**config.mk**
```make
export PLATFORM = sky130hd
export DESIGN_NAME = shared_buffer_multi_queue_unit
export DESIGN_NICKNAME = d
export VERILOG_FILES = /design/src/design/sbmq_pkg.sv /design/src/design/sbmq_ram.sv /design/src/design/sbmq_ctrl.sv /design/src/design/shared_buffer_multi_queue_unit.sv
export VERILOG_INCLUDE_DIRS = /design/src /design/src/design
export SDC_FILE = /design/constraint.sdc
export NUM_CORES = 1
export LEC_CHECK = 0
export ABC_CLOCK_PERIOD_IN_PS = 7200
export BUFFER_PORTS_ARGS = -buffer_cell sky130_fd_sc_hd__buf_2
export CAP_MARGIN = 0
export CORE_MARGIN = 4
export CORE_UTILIZATION = 55
export DETAILED_ROUTE_END_ITERATION = 7
export PLACE_DENSITY_LB_ADDON = 0.25
export SYNTH_ARGS = -nofsm -noshare
export SYNTH_HDL_FRONTEND = slang
export SYNTH_SLANG_ARGS = --single-unit
```
**constraint.sdc**
```tcl
create_clock -name clk -period 7.2 [get_ports clk]
set_clock_uncertainty 0.15 [all_clocks]
set_input_delay 1.44 -clock clk [delete_from_list [all_inputs] [get_ports clk]]
set_output_delay 1.44 -clock clk [all_outputs]
set_load 0.02 [all_outputs]
```
**src/design/shared_buffer_multi_queue_unit_macros.svh**
```systemverilog
// Assertion macros for the shared buffer multi-queue unit.
// Expects clk and rst in the scope of the module that uses them.
`ifndef SHARED_BUFFER_MULTI_QUEUE_UNIT_MACROS_SVH
`define SHARED_BUFFER_MULTI_QUEUE_UNIT_MACROS_SVH

// Consequent in the same cycle as the antecedent.
`define SBMQ_ASSERT_NOW(label, ante, cons, msg) \
  label: assert property (@(posedge clk) disable iff (rst) (ante) |-> (cons)) \
    else $error(msg);

// Consequent in the cycle after the antecedent.
`define SBMQ_ASSERT_NEXT(label, ante, cons, msg) \
  label: assert property (@(posedge clk) disable iff (rst) (ante) |=> (cons)) \
    else $error(msg);

`endif

```
**src/design/sbmq_pkg.sv**
```systemverilog
// Package for the shared buffer multi-queue unit: sizes, codes, transaction types.
// No dependencies.
`default_nettype none

package sbmq_pkg;

  localparam int DEPTH  = 16;
  localparam int QUEUES = 4;
  localparam int DATA_W = 32;
  localparam int AW     = (DEPTH > 1) ? $clog2(DEPTH) : 1;
  localparam int PW     = $clog2(DEPTH + 1);
  localparam int QW     = (QUEUES > 1) ? $clog2(QUEUES) : 1;

  typedef logic [AW-1:0]            addr_t;
  typedef logic [PW-1:0]            ptr_t;
  typedef logic [QW-1:0]            qidx_t;
  typedef logic signed [DATA_W-1:0] data_t;

  localparam ptr_t  NIL        = PW'(DEPTH);
  localparam data_t EMPTY_DATA = '1;

  typedef enum logic {
    KIND_ENQ,
    KIND_DEQ
  } kind_e;

  typedef enum logic [1:0] {
    ST_OK,
    ST_FULL,
    ST_EMPTY
  } status_e;

  typedef enum logic [1:0] {
    FSM_INIT,
    FSM_IDLE,
    FSM_EXEC
  } fsm_e;

  typedef struct packed {
    kind_e      kind;
    logic [1:0] queue_id;
    data_t      data_in;
  } cmd_t;

  typedef struct packed {
    status_e status;
    data_t   data_out;
  } result_t;

  typedef struct packed {
    logic  we;
    addr_t waddr;
    ptr_t  wdata;
    addr_t raddr;
  } link_req_t;

  typedef struct packed {
    logic  we;
    addr_t waddr;
    data_t wdata;
    addr_t raddr;
  } data_req_t;

  function automatic qidx_t queue_index(input logic [1:0] id);
    logic [7:0] r;
    r = {6'd0, id};
    for (int i = 0; i < 4; i++) begin
      if (r >= 8'(QUEUES)) begin
        r = r - 8'(QUEUES);
      end
    end
    return QW'(r);
  endfunction

endpackage

`default_nettype wire

```
**src/design/sbmq_ram.sv**
```systemverilog
// Generic single-write, single-read synchronous RAM with registered read data.
// No dependencies.
`default_nettype none

module sbmq_ram #(
  parameter int WIDTH = 32,
  parameter int DEPTH = 16,
  parameter int AW    = 4
) (
  input  wire logic             clk,
  input  wire logic             we,
  input  wire logic [AW-1:0]    waddr,
  input  wire logic [WIDTH-1:0] wdata,
  input  wire logic [AW-1:0]    raddr,
  output logic      [WIDTH-1:0] rdata
);

  logic [WIDTH-1:0] mem [DEPTH];

  always_ff @(posedge clk) begin
    if (we) begin
      mem[waddr] <= wdata;
    end
    rdata <= mem[raddr];
  end

endmodule

`default_nettype wire

```
**src/design/sbmq_ctrl.sv**
```systemverilog
// Sequencer for the shared buffer multi-queue: queue pointers, free head,
// link-store initialization and read-modify-write control. Uses sbmq_pkg.
`default_nettype none

module sbmq_ctrl
  import sbmq_pkg::*;
(
  input  wire logic clk,
  input  wire logic rst,
  input  wire logic start,
  input  wire cmd_t cmd,
  output logic      busy,
  output logic      done,
  output result_t   result,
  output link_req_t link_req,
  input  wire ptr_t link_rdata,
  output data_req_t data_req,
  input  wire data_t data_rdata
);

  fsm_e    fsm, fsm_next;
  addr_t   init_idx;
  ptr_t    head [QUEUES];
  ptr_t    tail [QUEUES];
  ptr_t    free_head;
  kind_e   op_kind;
  qidx_t   op_q;
  data_t   op_data;
  ptr_t    op_slot;
  result_t result_next;
  logic    accept;
  qidx_t   q_in;
  ptr_t    slot_in;
  logic    op_fail;

  assign accept  = start && (fsm == FSM_IDLE);
  assign q_in    = queue_index(cmd.queue_id);
  assign slot_in = (cmd.kind == KIND_ENQ) ? free_head : head[q_in];
  assign op_fail = (op_slot == NIL);

  always_comb begin
    fsm_next = fsm;
    case (fsm)
      FSM_INIT: begin
        if (init_idx == AW'(DEPTH - 1)) begin
          fsm_next = FSM_IDLE;
        end
      end
      FSM_IDLE: begin
        if (accept) begin
          fsm_next = FSM_EXEC;
        end
      end
      FSM_EXEC: begin
        fsm_next = FSM_IDLE;
      end
      default: begin
        fsm_next = FSM_INIT;
      end
    endcase
  end

  always_comb begin
    busy           = (fsm != FSM_IDLE);
    link_req       = '0;
    data_req       = '0;
    link_req.raddr = slot_in[AW-1:0];
    data_req.raddr = slot_in[AW-1:0];
    case (fsm)
      FSM_INIT: begin
        link_req.we    = 1'b1;
        link_req.waddr = init_idx;
        link_req.wdata = ptr_t'(init_idx) + ptr_t'(1);
      end
      FSM_EXEC: begin
        if (!op_fail) begin
          if (op_kind == KIND_ENQ) begin
            link_req.we    = (head[op_q] != NIL);
            link_req.waddr = tail[op_q][AW-1:0];
            link_req.wdata = op_slot;
            data_req.we    = 1'b1;
            data_req.waddr = op_slot[AW-1:0];
            data_req.wdata = op_data;
          end else begin
            link_req.we    = 1'b1;
            link_req.waddr = op_slot[AW-1:0];
            link_req.wdata = free_head;
          end
        end
      end
      default: begin
      end
    endcase
  end

  always_comb begin
    result_next.status   = ST_OK;
    result_next.data_out = '0;
    if (op_kind == KIND_ENQ) begin
      if (op_fail) begin
        result_next.status = ST_FULL;
      end
    end else if (op_fail) begin
      result_next.status   = ST_EMPTY;
      result_next.data_out = EMPTY_DATA;
    end else begin
      result_next.data_out = data_rdata;
    end
  end

  always_ff @(posedge clk) begin
    if (rst) begin
      fsm       <= FSM_INIT;
      init_idx  <= '0;
      free_head <= '0;
      done      <= 1'b0;
      for (int i = 0; i < QUEUES; i++) begin
        head[i] <= NIL;
        tail[i] <= NIL;
      end
    end else begin
      fsm  <= fsm_next;
      done <= (fsm == FSM_EXEC);
      if (fsm == FSM_INIT) begin
        init_idx <= init_idx + AW'(1);
      end
      if ((fsm == FSM_EXEC) && !op_fail) begin
        if (op_kind == KIND_ENQ) begin
          free_head <= link_rdata;
          if (head[op_q] == NIL) begin
            head[op_q] <= op_slot;
          end
          tail[op_q] <= op_slot;
        end else begin
          free_head <= op_slot;
          if (op_slot == tail[op_q]) begin
            head[op_q] <= NIL;
            tail[op_q] <= NIL;
          end else begin
            head[op_q] <= link_rdata;
          end
        end
      end
    end
  end

  always_ff @(posedge clk) begin
    if (accept) begin
      op_kind <= cmd.kind;
      op_q    <= q_in;
      op_data <= cmd.data_in;
      op_slot <= slot_in;
    end
    if (fsm == FSM_EXEC) begin
      result <= result_next;
    end
  end

endmodule

`default_nettype wire

```
**src/design/shared_buffer_multi_queue_unit.sv**
```systemverilog
// Result: an accepted transaction enters the EXEC state, and done is registered from
// that state. A new transaction is accepted only in the idle state, after the link RAM
// read and its write-back. The receiver cannot stall; each done strobe shows for one cycle.
// Reset: synchronous; busy stays high while the link RAM is initialized into the
// free list, one entry a cycle.
// Depends on sbmq_pkg, sbmq_ctrl, sbmq_ram and the assertion macro header.
`default_nettype none

`include "shared_buffer_multi_queue_unit_macros.svh"

module shared_buffer_multi_queue_unit
  import sbmq_pkg::*;
(
  input  wire logic clk,
  input  wire logic rst,
  input  wire logic start,
  input  wire cmd_t cmd,
  output logic      busy,
  output logic      done,
  output result_t   result
);

  link_req_t link_req;
  data_req_t data_req;
  ptr_t      link_rdata;
  data_t     data_rdata;

  sbmq_ctrl u_ctrl (
    .clk        (clk),
    .rst        (rst),
    .start      (start),
    .cmd        (cmd),
    .busy       (busy),
    .done       (done),
    .result     (result),
    .link_req   (link_req),
    .link_rdata (link_rdata),
    .data_req   (data_req),
    .data_rdata (data_rdata)
  );

  sbmq_ram #(
    .WIDTH (PW),
    .DEPTH (DEPTH),
    .AW    (AW)
  ) u_link_ram (
    .clk   (clk),
    .we    (link_req.we),
    .waddr (link_req.waddr),
    .wdata (link_req.wdata),
    .raddr (link_req.raddr),
    .rdata (link_rdata)
  );

  sbmq_ram #(
    .WIDTH (DATA_W),
    .DEPTH (DEPTH),
    .AW    (AW)
  ) u_data_ram (
    .clk   (clk),
    .we    (data_req.we),
    .waddr (data_req.waddr),
    .wdata (data_req.wdata),
    .raddr (data_req.raddr),
    .rdata (data_rdata)
  );

  `SBMQ_ASSERT_NEXT(a_accept_busy, start && !busy, busy, "busy low after accepted transaction")
  `SBMQ_ASSERT_NOW(a_done_idle, done, !busy, "result strobe while busy")
  `SBMQ_ASSERT_NEXT(a_done_single, done, !done, "result strobe on two cycles")
  `SBMQ_ASSERT_NOW(a_full_zero, done && (result.status == ST_FULL), result.data_out == '0,
                   "full result with nonzero data")

endmodule

`default_nettype wire
```
==> impl_results.md, run 1 <==
- Status: completed
- Max-Cap Viols: 0
- Die area: 57000 um2
- Final hold violations: 0
- Static leakage power: 0.0117 uW
- # resized after CTS: 0
- Final setup viols: 0
- WL met1: 27500 um
- Worst Path Class, Setup: flip-flop to flip-flop
- RePlAce Congestion: slightly below 0.8
- Required time worst endpoint: 7.35 ns
- Post-Synthesis Net Count: 1982
- Placed cell areas: 30400 um2
- Post-Syn Area: ~29000 um2
- CP Launch Type: flip-flop
- Die width: 239 um
- Hold crit path type: flip-flop to flip-flop
- Peak supply drop: between 0.15 and 0.2 mV
- HP Start: u_data_ram.rdata[30]$_DFF_P_
- I/O pin count: 74
- Total power: around 9000 uW
- Seq/Total Area, Yosys: 0.758
- Layout area overhead: 12.5%
- CTS tree: yes
- Initial antenna violation count: 0
- Largest net degree at the start of global routing: 223
- N_diodes: 0
- WL/cell: 24.2 um
- PortBufs: 73
- Commonest non-fill, non-tap cell in the layout: edfxtp_1
- Worst-Margin Slew: 1.34 ns
- Highest Signal Layer: met4
- Post-Layout Cell Count: roughly 2700
- ANT nets after route: 0
- CTS root buf: clkbuf_16
- Cell area after layout: 33000 um2
- Arr. time, crit path: 4.73 ns
- Initial DRC count: between 1500 and 2000
- Core ar.: between 50000 and 60000 um2
- Vias/cell: 6.18
- Met3 WL: 5560 um
- Post-synth top flop: edfxtp_1
- Met2 wire len: roughly 32000 um
- Clock-pin slew on the worst setup and hold paths: 0.06 ns
- RSZ-0062 raised after global routing: false
- Synth warn: 0
- Worst skew pair latency: around 0.62 ns
- PwrDens: 275 nW/um2
- Layout cells sized above 1: 0.130
- First-pass GRT wire length: 101000 um
- DR DRC count: 0
- Worst setup EP type: flip-flop
- Gate Count Post-Synth: 1943
- Final Max Tran Viols: 0
- Initial Utilization: 0.557
- Yosys cell types: 50
- WL final: 66400 um
- Die height: 239 um
- GRT Residual Overflow: 0
- Setup TNS: 0 ns
- Crit-path max FO: 35
- TritonRoute pass-1 iters: 6
- Reg2Reg Setup Slack: 2.61 ns
- Critical path origin: u_ctrl.fsm[0]$_SDFFE_PP0P_
- H-tree Lvls: 3
- Number of global-route vias before repair: 16600
- Post-DP HPWL: between 30000 and 40000 um
- Sink Count: 757
- Num CTS Buffers: 76
- Post-Syn Area per Cell: 15.1 um2
- Fmax: 218 MHz
- Hold Buf Count CTS: 0
- Placed cells: 2609
- Routed vias: 17000
- Worst slew margin: 0.107
- Min Tclk post-route: 4.59 ns
- Crit share post-route: 0.637
- CTS Buffer Depth: 3
- Post-synth ARST share: 0
- Post-synth EDFFs: 706
- FF-to-FF Start: u_ctrl.fsm[0]$_SDFFE_PP0P_
- Global-route usage over all layers: 0.233
- Site Rows: 84
- Post CTS Setup Buffer Count: 0
- Nets@finish: 2038
- Number of synthesized register bits: 757
- Commonest cells after routing, fill and taps aside: edfxtp_1 (706), nand2_1 (322), a21oi_1 (151)
[report_power, final]
group,switching [uW],internal (uW)
Clock,1600,2350
Combinational,206,105
Sequential,21.8,4800
[critical path: stages, from the launching register on]
cell,delay (ns)
dfxtp_1,0.34
nand2b_1,0.22
inv_2,0.81
o21ai_1,0.29
nor2_4,0.57
buf_4,0.37
nand3b_1,0.33
nor2_4,0.76
buf_4,0.38
[logic make-up (layout without fill, tap and decap cells)]
group,count (synthesis),after routing,synth area share
flops,757,757,0.758
simple gates,515,515,0.0763
fa+ha+maj,1,1,0.000427
mux,104,104,0.0404
xor+xnor,10,10,0.00299
buf+inv,145,262,0.0216
compound gates,411,411,0.0999
[per-stage QoR]
| stage | setup WS (ns) | hold WS, ns | utilization |
|---|---|---|---|
| 6_report | 2.61 | 0.357 | 0.626 |
| 5_1_grt | 2.36 | 0.383 | 0.626 |
| 4_1_cts | 2.51 | 0.369 | 0.626 |
| 3_5_place_dp | 2.54 | 0.351 | 0.578 |
| 3_3_place_gp | 2.68 | 0.352 | 0.578 |
| 2_1_floorplan | 2.34 | 0.329 | - |
[cells in the mapped netlist (7+ instances only)]
cell,n,share of area
dfxtp_1,51,0.035
xnor2_1,7,0.0021
o21a_1,36,0.0092
o22ai_1,41,0.0088
nor2_1,64,0.0082
buf_1,10,0.0013
buf_2,36,0.0061
a32o_1,74,0.025
nand3_1,7,0.0012
and2_1,36,0.0077
a21oi_1,151,0.026
inv_1,13,0.0017
edfxtp_1,706,0.72
nand2b_1,9,0.0019
mux2i_1,88,0.030
mux4_2,11,0.0085
nor3_1,15,0.0026
or3_1,40,0.0085
a221oi_1,74,0.022
clkbuf_1,76,0.0097
nand2_1,322,0.041
[path summary, 6_finish.rpt]
check	end	depth (start not counted)
min	u_ctrl.result[30]$_SDFFCE_PN0P_	1
max reg2reg	u_data_ram.mem[13][23]$_DFFE_PP_	8
min reg2reg	u_ctrl.result[30]$_SDFFCE_PN0P_	1
max	u_data_ram.mem[13][23]$_DFFE_PP_	8
[sequential cells by signal, indices dropped and copies added (netlist names), named ones only]
name,count
u_data_ram.mem,512
u_link_ram.mem,80
u_ctrl.result,34
u_ctrl.op_data,32
u_data_ram.rdata,32
u_ctrl.head,20
u_ctrl.tail,20
u_ctrl.free_head,5
u_ctrl.op_slot,5
u_link_ram.rdata,5
u_ctrl.init_idx,4
u_ctrl.fsm,2
u_ctrl.op_q,2
u_ctrl.done,1
u_ctrl.op_kind,1
[area by class of cell]
class	instances	area [um2]
clock inverter	35	378
timing repair buffer	108	666
multi-input combinational	1041	6630
clock buffer	104	2150
tap	688	861
fill	3813	19700
inverter	15	63.8
sequential	757	22200
[routing by layer]
layer	vias to the layer above	global-route usage
li1	7595	-
met1	8512	0.335
met2	780	0.374
met3	91	0.0410
met4	0	0.0644
met5	-	0
No activity file was read; power rests on OpenSTA's default activity.
==> run 2, diff against run 1 <==
ABC_AREA = 1   (was not set)
ABC_CLOCK_PERIOD_IN_PS = 4300   (was 7200)
clock period = 4.3 ns   (was 7.2 ns; I/O delays follow)
==> run 2 against run 1 <==
Net effect: synthesized cell count grew 52%; critical endpoint is now u_data_ram.mem[13][5]$_DFFE_PP_; via count grew 25%; final area grew 7.3%; first-iteration DRC count grew 12%; critical path depth grew 2; largest cell class unchanged; clock power grew 62%; count of clock-buffer cells in the layout shrank 4; register-to-register slack lost 1.5 ns; combinational power grew to 2.5 times the previous value.
==> impl_results.md, run 2 <==
- Worst setup EP type: flip-flop
- Clock-pin slew on the worst setup and hold paths: 0.06 ns
- WL/cell: 19.9 um
- CTS tree: yes
- Layout cells sized above 1: 0.0955
- Post-synth EDFFs: between 700 and 800
- Final setup viols: 0
- Final setup margin: roughly 1.1 ns
- Nets@finish: between 3000 and 4000
- Gate Count Post-Synth: 2953
- Global-route usage over all layers: 0.250
- Largest regs: u_data_ram.mem: 512 flops, u_link_ram.mem: 80 flops, u_ctrl.result: 34 flops
- CP Cell Sequence: nor2_2, nand4_4, nand2_8, nor2_8, inv_2, buf_4, nor2_1, nand2_1, nor2_4, buf_4
- Most numerous cell in the Yosys netlist: nand2_1
- Worst skew pair latency: 0.61 ns
- Most frequent CP cell: buf_4
- Crit share post-route: 0.748
- RSZ-0062 raised after global routing: false
- # resized after CTS: 0
- Post-Synthesis Net Count: 2992
- Peak supply drop: between 0.3 and 0.4 mV
- Static leakage power: around 0.015 uW
- Fmax: 311 MHz
- Yosys cell types: 41
- Sink Count: 757
- Final hold violations: 0
- PwrDens: 432 nW/um2
- RePlAce Congestion: approximately 0.9
- CP Launch Type: flip-flop
- Num CTS Buffers: 78
- Seq/Total Area, Yosys: 0.703
- Die height: around 250 um
- N_diodes: 0
- Layout area overhead: 11.8%
- Switching Share: 0.218
- Status: completed
- Biggest register: u_data_ram.mem
- WL final: 76200 um
- Site Rows: 87
- Synth warn: 0
- Die width: 248 um
- Worst-Margin Slew: 1.24 ns
- P_sw: around 3300 uW
- I/O pin count: 74
- Largest net degree at the start of global routing: 172
- Vias/cell: around 5.5
- Final Max Tran Viols: 0
- Worst R2R Path Depth: 10
- Number of synthesized register bits: 757
- PortBufs: 73
- Critical path origin: u_ctrl.op_slot[3]$_DFFE_PP_
- Initial antenna violation count: 0
- Commonest cells after routing, fill and taps aside: nand2_1 (950), edfxtp_1 (706), nand3_1 (407)
- Initial DRC count: 2052
- CP max-delay cell: buf_4
- Post-DP HPWL: 40400 um
- Max incr delay on CP: 0.65 ns
- Top post-synthesis cells by count: nand2_1 (950), edfxtp_1 (706), nand3_1 (407)
- Pre-CTS WS: about 0.84 ns
- Hold Buf Count CTS: 0
- Commonest non-fill, non-tap cell in the layout: nand2_1
- Clock share of power: 0.418
- Routed vias: approximately 21000
- Logic pwr share: 0.052
- Min Tclk post-route: 3.22 ns
- Arr. time, crit path: 3.31 ns
- GRT Residual Overflow: 0
- Worst Path Class, Setup: flip-flop to flip-flop
- Buffers and inverters on the worst path: 3
- Top cell type by total area after synthesis: edfxtp_1
- Core ar.: 56700 um2
- Ranking of synthesized cells by area: edfxtp_1 (67%), nand2_1 (11%), nand3_1 (6.4%), inv_1 (4.8%), dfxtp_1 (3.2%)
- Post-synth ARST share: 0
- Yosys top cell area share: 0.670
- Multi-input logic area: approximately 7300 um2
- Post-synth top flop: edfxtp_1
- Crit-path max FO: 32
- Die area: roughly 61000 um2
- WP depth: 10
- Worst R2R End: u_data_ram.mem[13][5]$_DFFE_PP_
- TritonRoute pass-1 iters: 6
- P_int: 11900 uW
- Post CTS Setup Buffer Count: 0
- Initial Utilization: 0.558
- ANT nets after route: 0
- H-tree Lvls: 3
- Max-Cap Viols: 0
- Post-Syn Area per Cell: 10.7 um2
- DR DRC count: 0
- First-pass GRT wire length: 117000 um
- CTS Buffer Depth: 3
- Number of global-route vias before repair: approximately 20000
- Reg area: approximately 22000 um2
- CP delay by family, top: simple AND/OR/NAND/NOR gates
- Critical path destination: u_data_ram.mem[13][5]$_DFFE_PP_
- Required time worst endpoint: 4.39 ns
- Fillers: about 4400
- FF-to-FF Start: u_ctrl.op_slot[3]$_DFFE_PP_
- Worst slew margin: 0.172
- Setup TNS: 0 ns
- Reg2Reg Setup Slack: 1.08 ns
- Hold crit path type: input pin to flip-flop
- CTS root buf: clkbuf_16
- Reg power frac: 0.530
- Max reg flops: 512
- Post-Syn Area: 31600 um2
-- run 2: worst min path at each step --
stage	endpoint	startpoint	depth (start not counted)	slack, ns
floorplan	u_ctrl.free_head[0]$_SDFFE_PP0N_	u_link_ram.rdata[0]$_DFF_P_	2	0.29
global placement	u_ctrl.init_idx[3]$_SDFFE_PP0P_	u_ctrl.init_idx[3]$_SDFFE_PP0P_	2	0.33
detailed placement	u_ctrl.free_head[0]$_SDFFE_PP0N_	u_link_ram.rdata[0]$_DFF_P_	2	0.34
CTS	u_ctrl.op_data[18]$_DFFE_PP_	cmd[18]	1	0.23
global route	u_ctrl.op_data[18]$_DFFE_PP_	cmd[18]	1	0.23
finish	u_ctrl.op_data[13]$_DFFE_PP_	cmd[13]	1	0.26
-- run 2: cell families after synthesis --
logic type	after synthesis	share of synthesized area
buffers and inverters	557	0.0719
muxes	1	0.000316
adders and majority gates	1	0.000396
and+or+nand+nor	1512	0.200
DFF	757	0.703
AOI/OAI and AO/OA	125	0.0244
-- run 2: power by group through the flow --
| stage | Clock (uW) | Combinational (uW) | Sequential (uW) |
|---|---|---|---|
| 3_3_place_gp | 0 | 760 | 8250 |
| 2_1_floorplan | 0 | 550 | 8230 |
| 5_1_grt | 6820 | 873 | 8090 |
| 3_5_place_dp | 0 | 776 | 8250 |
| 4_1_cts | 6510 | 783 | 8090 |
| 6_report | 6390 | 787 | 8090 |
-- run 2: layer usage --
| layer | vias to the layer above | global-route usage | share of wire |
|---|---|---|---|
| met5 | - | 0 | 0 |
| met4 | 0 | 0.0850 | 0.031 |
| met3 | 169 | 0.0403 | 0.077 |
| met2 | 883 | 0.410 | 0.48 |
| met1 | 10200 | 0.345 | 0.41 |
| li1 | 9884 | - | - |
-- run 2: through the flow --
step	hold WS (ns)	area, um2	utilization	std cells	total power, uW
4_1_cts	0.226	35400	0.624	3836	15400
6_report	0.260	35400	0.624	3836	15300
3_3_place_gp	0.328	32900	0.581	3692	9010
2_1_floorplan	0.294	31600	-	2953	8780
3_5_place_dp	0.341	32900	0.581	3692	9020
5_1_grt	0.235	35400	0.624	3836	15800
-- run 2: final cells by class --
class,count,area share
timing repair buffer,122,0.0246
clock inverter,44,0.00824
tap,756,0.0267
multi-input combinational,1639,0.207
sequential,757,0.628
clock buffer,100,0.0607
inverter,418,0.0445
==> run 3, diff against run 2 <==
ABC_CLOCK_PERIOD_IN_PS = 3130   (was 4300)
clock period = 3.13 ns   (was 4.3 ns; I/O delays follow)
==> run 3 against run 2 <==
Net effect: sequential power grew 37%; sequential share of layout area shrank 0.30 points; cell count grew 0.36%; critical path type unchanged; first-iteration DRC count shrank 2.0%; via count shrank 0.21%; largest power group unchanged; wire length shrank 0.82%; largest cell class unchanged.
==> impl_results.md, run 3 (synthesis results as in run 2) <==
- Initial Utilization: 0.558
- WL/cell: 19.6 um
- Max-Cap Viols: 0
- Pre-CTS WS: a little over 0.3 ns
- Worst Path Class, Setup: flip-flop to flip-flop
- Final core utilization: 0.627
- Arr. time, crit path: 2.86 ns
- Layout cells sized above 1: 0.0970
- Crit share post-route: 0.884
- Required time worst endpoint: 3.22 ns
- Num CTS Buffers: 77
- # resized after CTS: 0
- PortBufs: 73
- Hold crit path type: input pin to flip-flop
- Status: completed
- Number of global-route vias before repair: 20400
- Largest net degree at the start of global routing: 136
- Worst setup EP type: flip-flop
- Cells on Worst Hold Path: 1
- RSZ-0062 raised after global routing: false
- Final Max Tran Viols: 0
- Worst slew margin: 0.198
- Reg2Reg Setup Slack: 0.36 ns
- CTS Buffer Depth: 3
- Commonest cells after routing, fill and taps aside: nand2_1 (950), edfxtp_1 (706), nand3_1 (407)
- Die width: 248 um
- H-tree Lvls: 3
- Max reg flops: 512
- Worst skew pair latency: 0.61 ns
- Initial DRC count: 2011
- Most frequent CP cell: buf_4
- CTS tree: yes
- Worst R2R Path Depth: 7
- Post-DP HPWL: 42000 um
- Worst-Margin Slew: 1.20 ns
- Worst hold slack: roughly 0.038 ns
- Largest regs: u_data_ram.mem: 512 flops, u_link_ram.mem: 80 flops, u_ctrl.result: 34 flops
- Hold Buf Count CTS: 0
- I/O pin count: 74
- Setup TNS: 0 ns
- TritonRoute pass-1 iters: 6
- Final setup margin: between 0.3 and 0.4 ns
- Final setup viols: 0
- Clock-pin slew on the worst setup and hold paths: 0.06 ns
- Placed cells: 3711
- Global-route usage over all layers: 0.248
- Vias/cell: 5.49
- Post CTS Setup Buffer Count: 0
- Die area: 61400 um2
- CTS root buf: clkbuf_16
- Post-Layout Cell Count: 3850
- Routed vias: 21100
- WP depth: 7
- Peak supply drop: 0.516 mV
- CP delay by family, top: simple AND/OR/NAND/NOR gates
- Buffers and inverters on the worst path: 2
- Biggest register: u_data_ram.mem
- PwrDens: around 580 nW/um2
- CP Cell Sequence: nand4_4, nand2_8, nor2_8, buf_4, nand3_1, nor2_4, buf_4
- DR DRC count: 0
- Static leakage power: between 0.01 and 0.015 uW
- Fmax: between 300 and 400 MHz
- Die height: 248 um
- WL final: 75600 um
- Site Rows: 87
- Commonest non-fill, non-tap cell in the layout: nand2_1
- Core ar.: around 57000 um2
- Crit-path max FO: 20
- Layout area overhead: 12.4%
- GRT Residual Overflow: 0
- First-pass GRT wire length: approximately 120000 um
- CP Launch Type: flip-flop
- Nets@finish: roughly 3000
- Sink Count: 757
- Initial antenna violation count: 1
- Min Tclk post-route: 2.77 ns
- Max incr delay on CP: about 0.52 ns
- ANT nets after route: 0
- N_diodes: 0
- RePlAce Congestion: 0.893
- CP max-delay cell: edfxtp_1
- Final hold violations: 0
run 3: metrics by stage:
step	instance area (um2)	power, uW
global placement	33200	12400
global route	35500	21500
floorplan	31700	12100
finish	35500	20800
CTS	35500	20900
detailed placement	33200	12400
run 3: final cells by class:
type	count	area [um2]
Inverter	418	1580
Clock inverter	39	277
Multi-Input combinational cell	1639	7320
Timing Repair Buffer	141	1140
Fill cell	4370	21200
Sequential cell	757	22200
Clock buffer	100	2070
Tap cell	756	946
run 3: per-layer routing:
layer	routed length [um]	vias to the layer above	part of all wire	track usage
li1	-	9904	-	-
met1	31500	10200	0.42	0.347
met2	36000	916	0.48	0.407
met3	6220	146	0.082	0.0387
met4	1790	0	0.024	0.0737
met5	0	-	0	0
run 3: power breakdown:
part,switching (uW),internal (uW)
Sequential,57.4,11100
Clock,3680,4910
Combinational,767,319
run 3: final timing paths:
kind	from	end
setup / recovery	u_ctrl.op_slot[4]$_DFFE_PP_	u_data_ram.mem[11][16]$_DFFE_PP_
hold / removal	cmd[29]	u_ctrl.op_data[29]$_DFFE_PP_
setup reg to reg	u_ctrl.op_slot[4]$_DFFE_PP_	u_data_ram.mem[11][16]$_DFFE_PP_
hold reg to reg	u_ctrl.init_idx[3]$_SDFFE_PP0P_	u_ctrl.init_idx[3]$_SDFFE_PP0P_
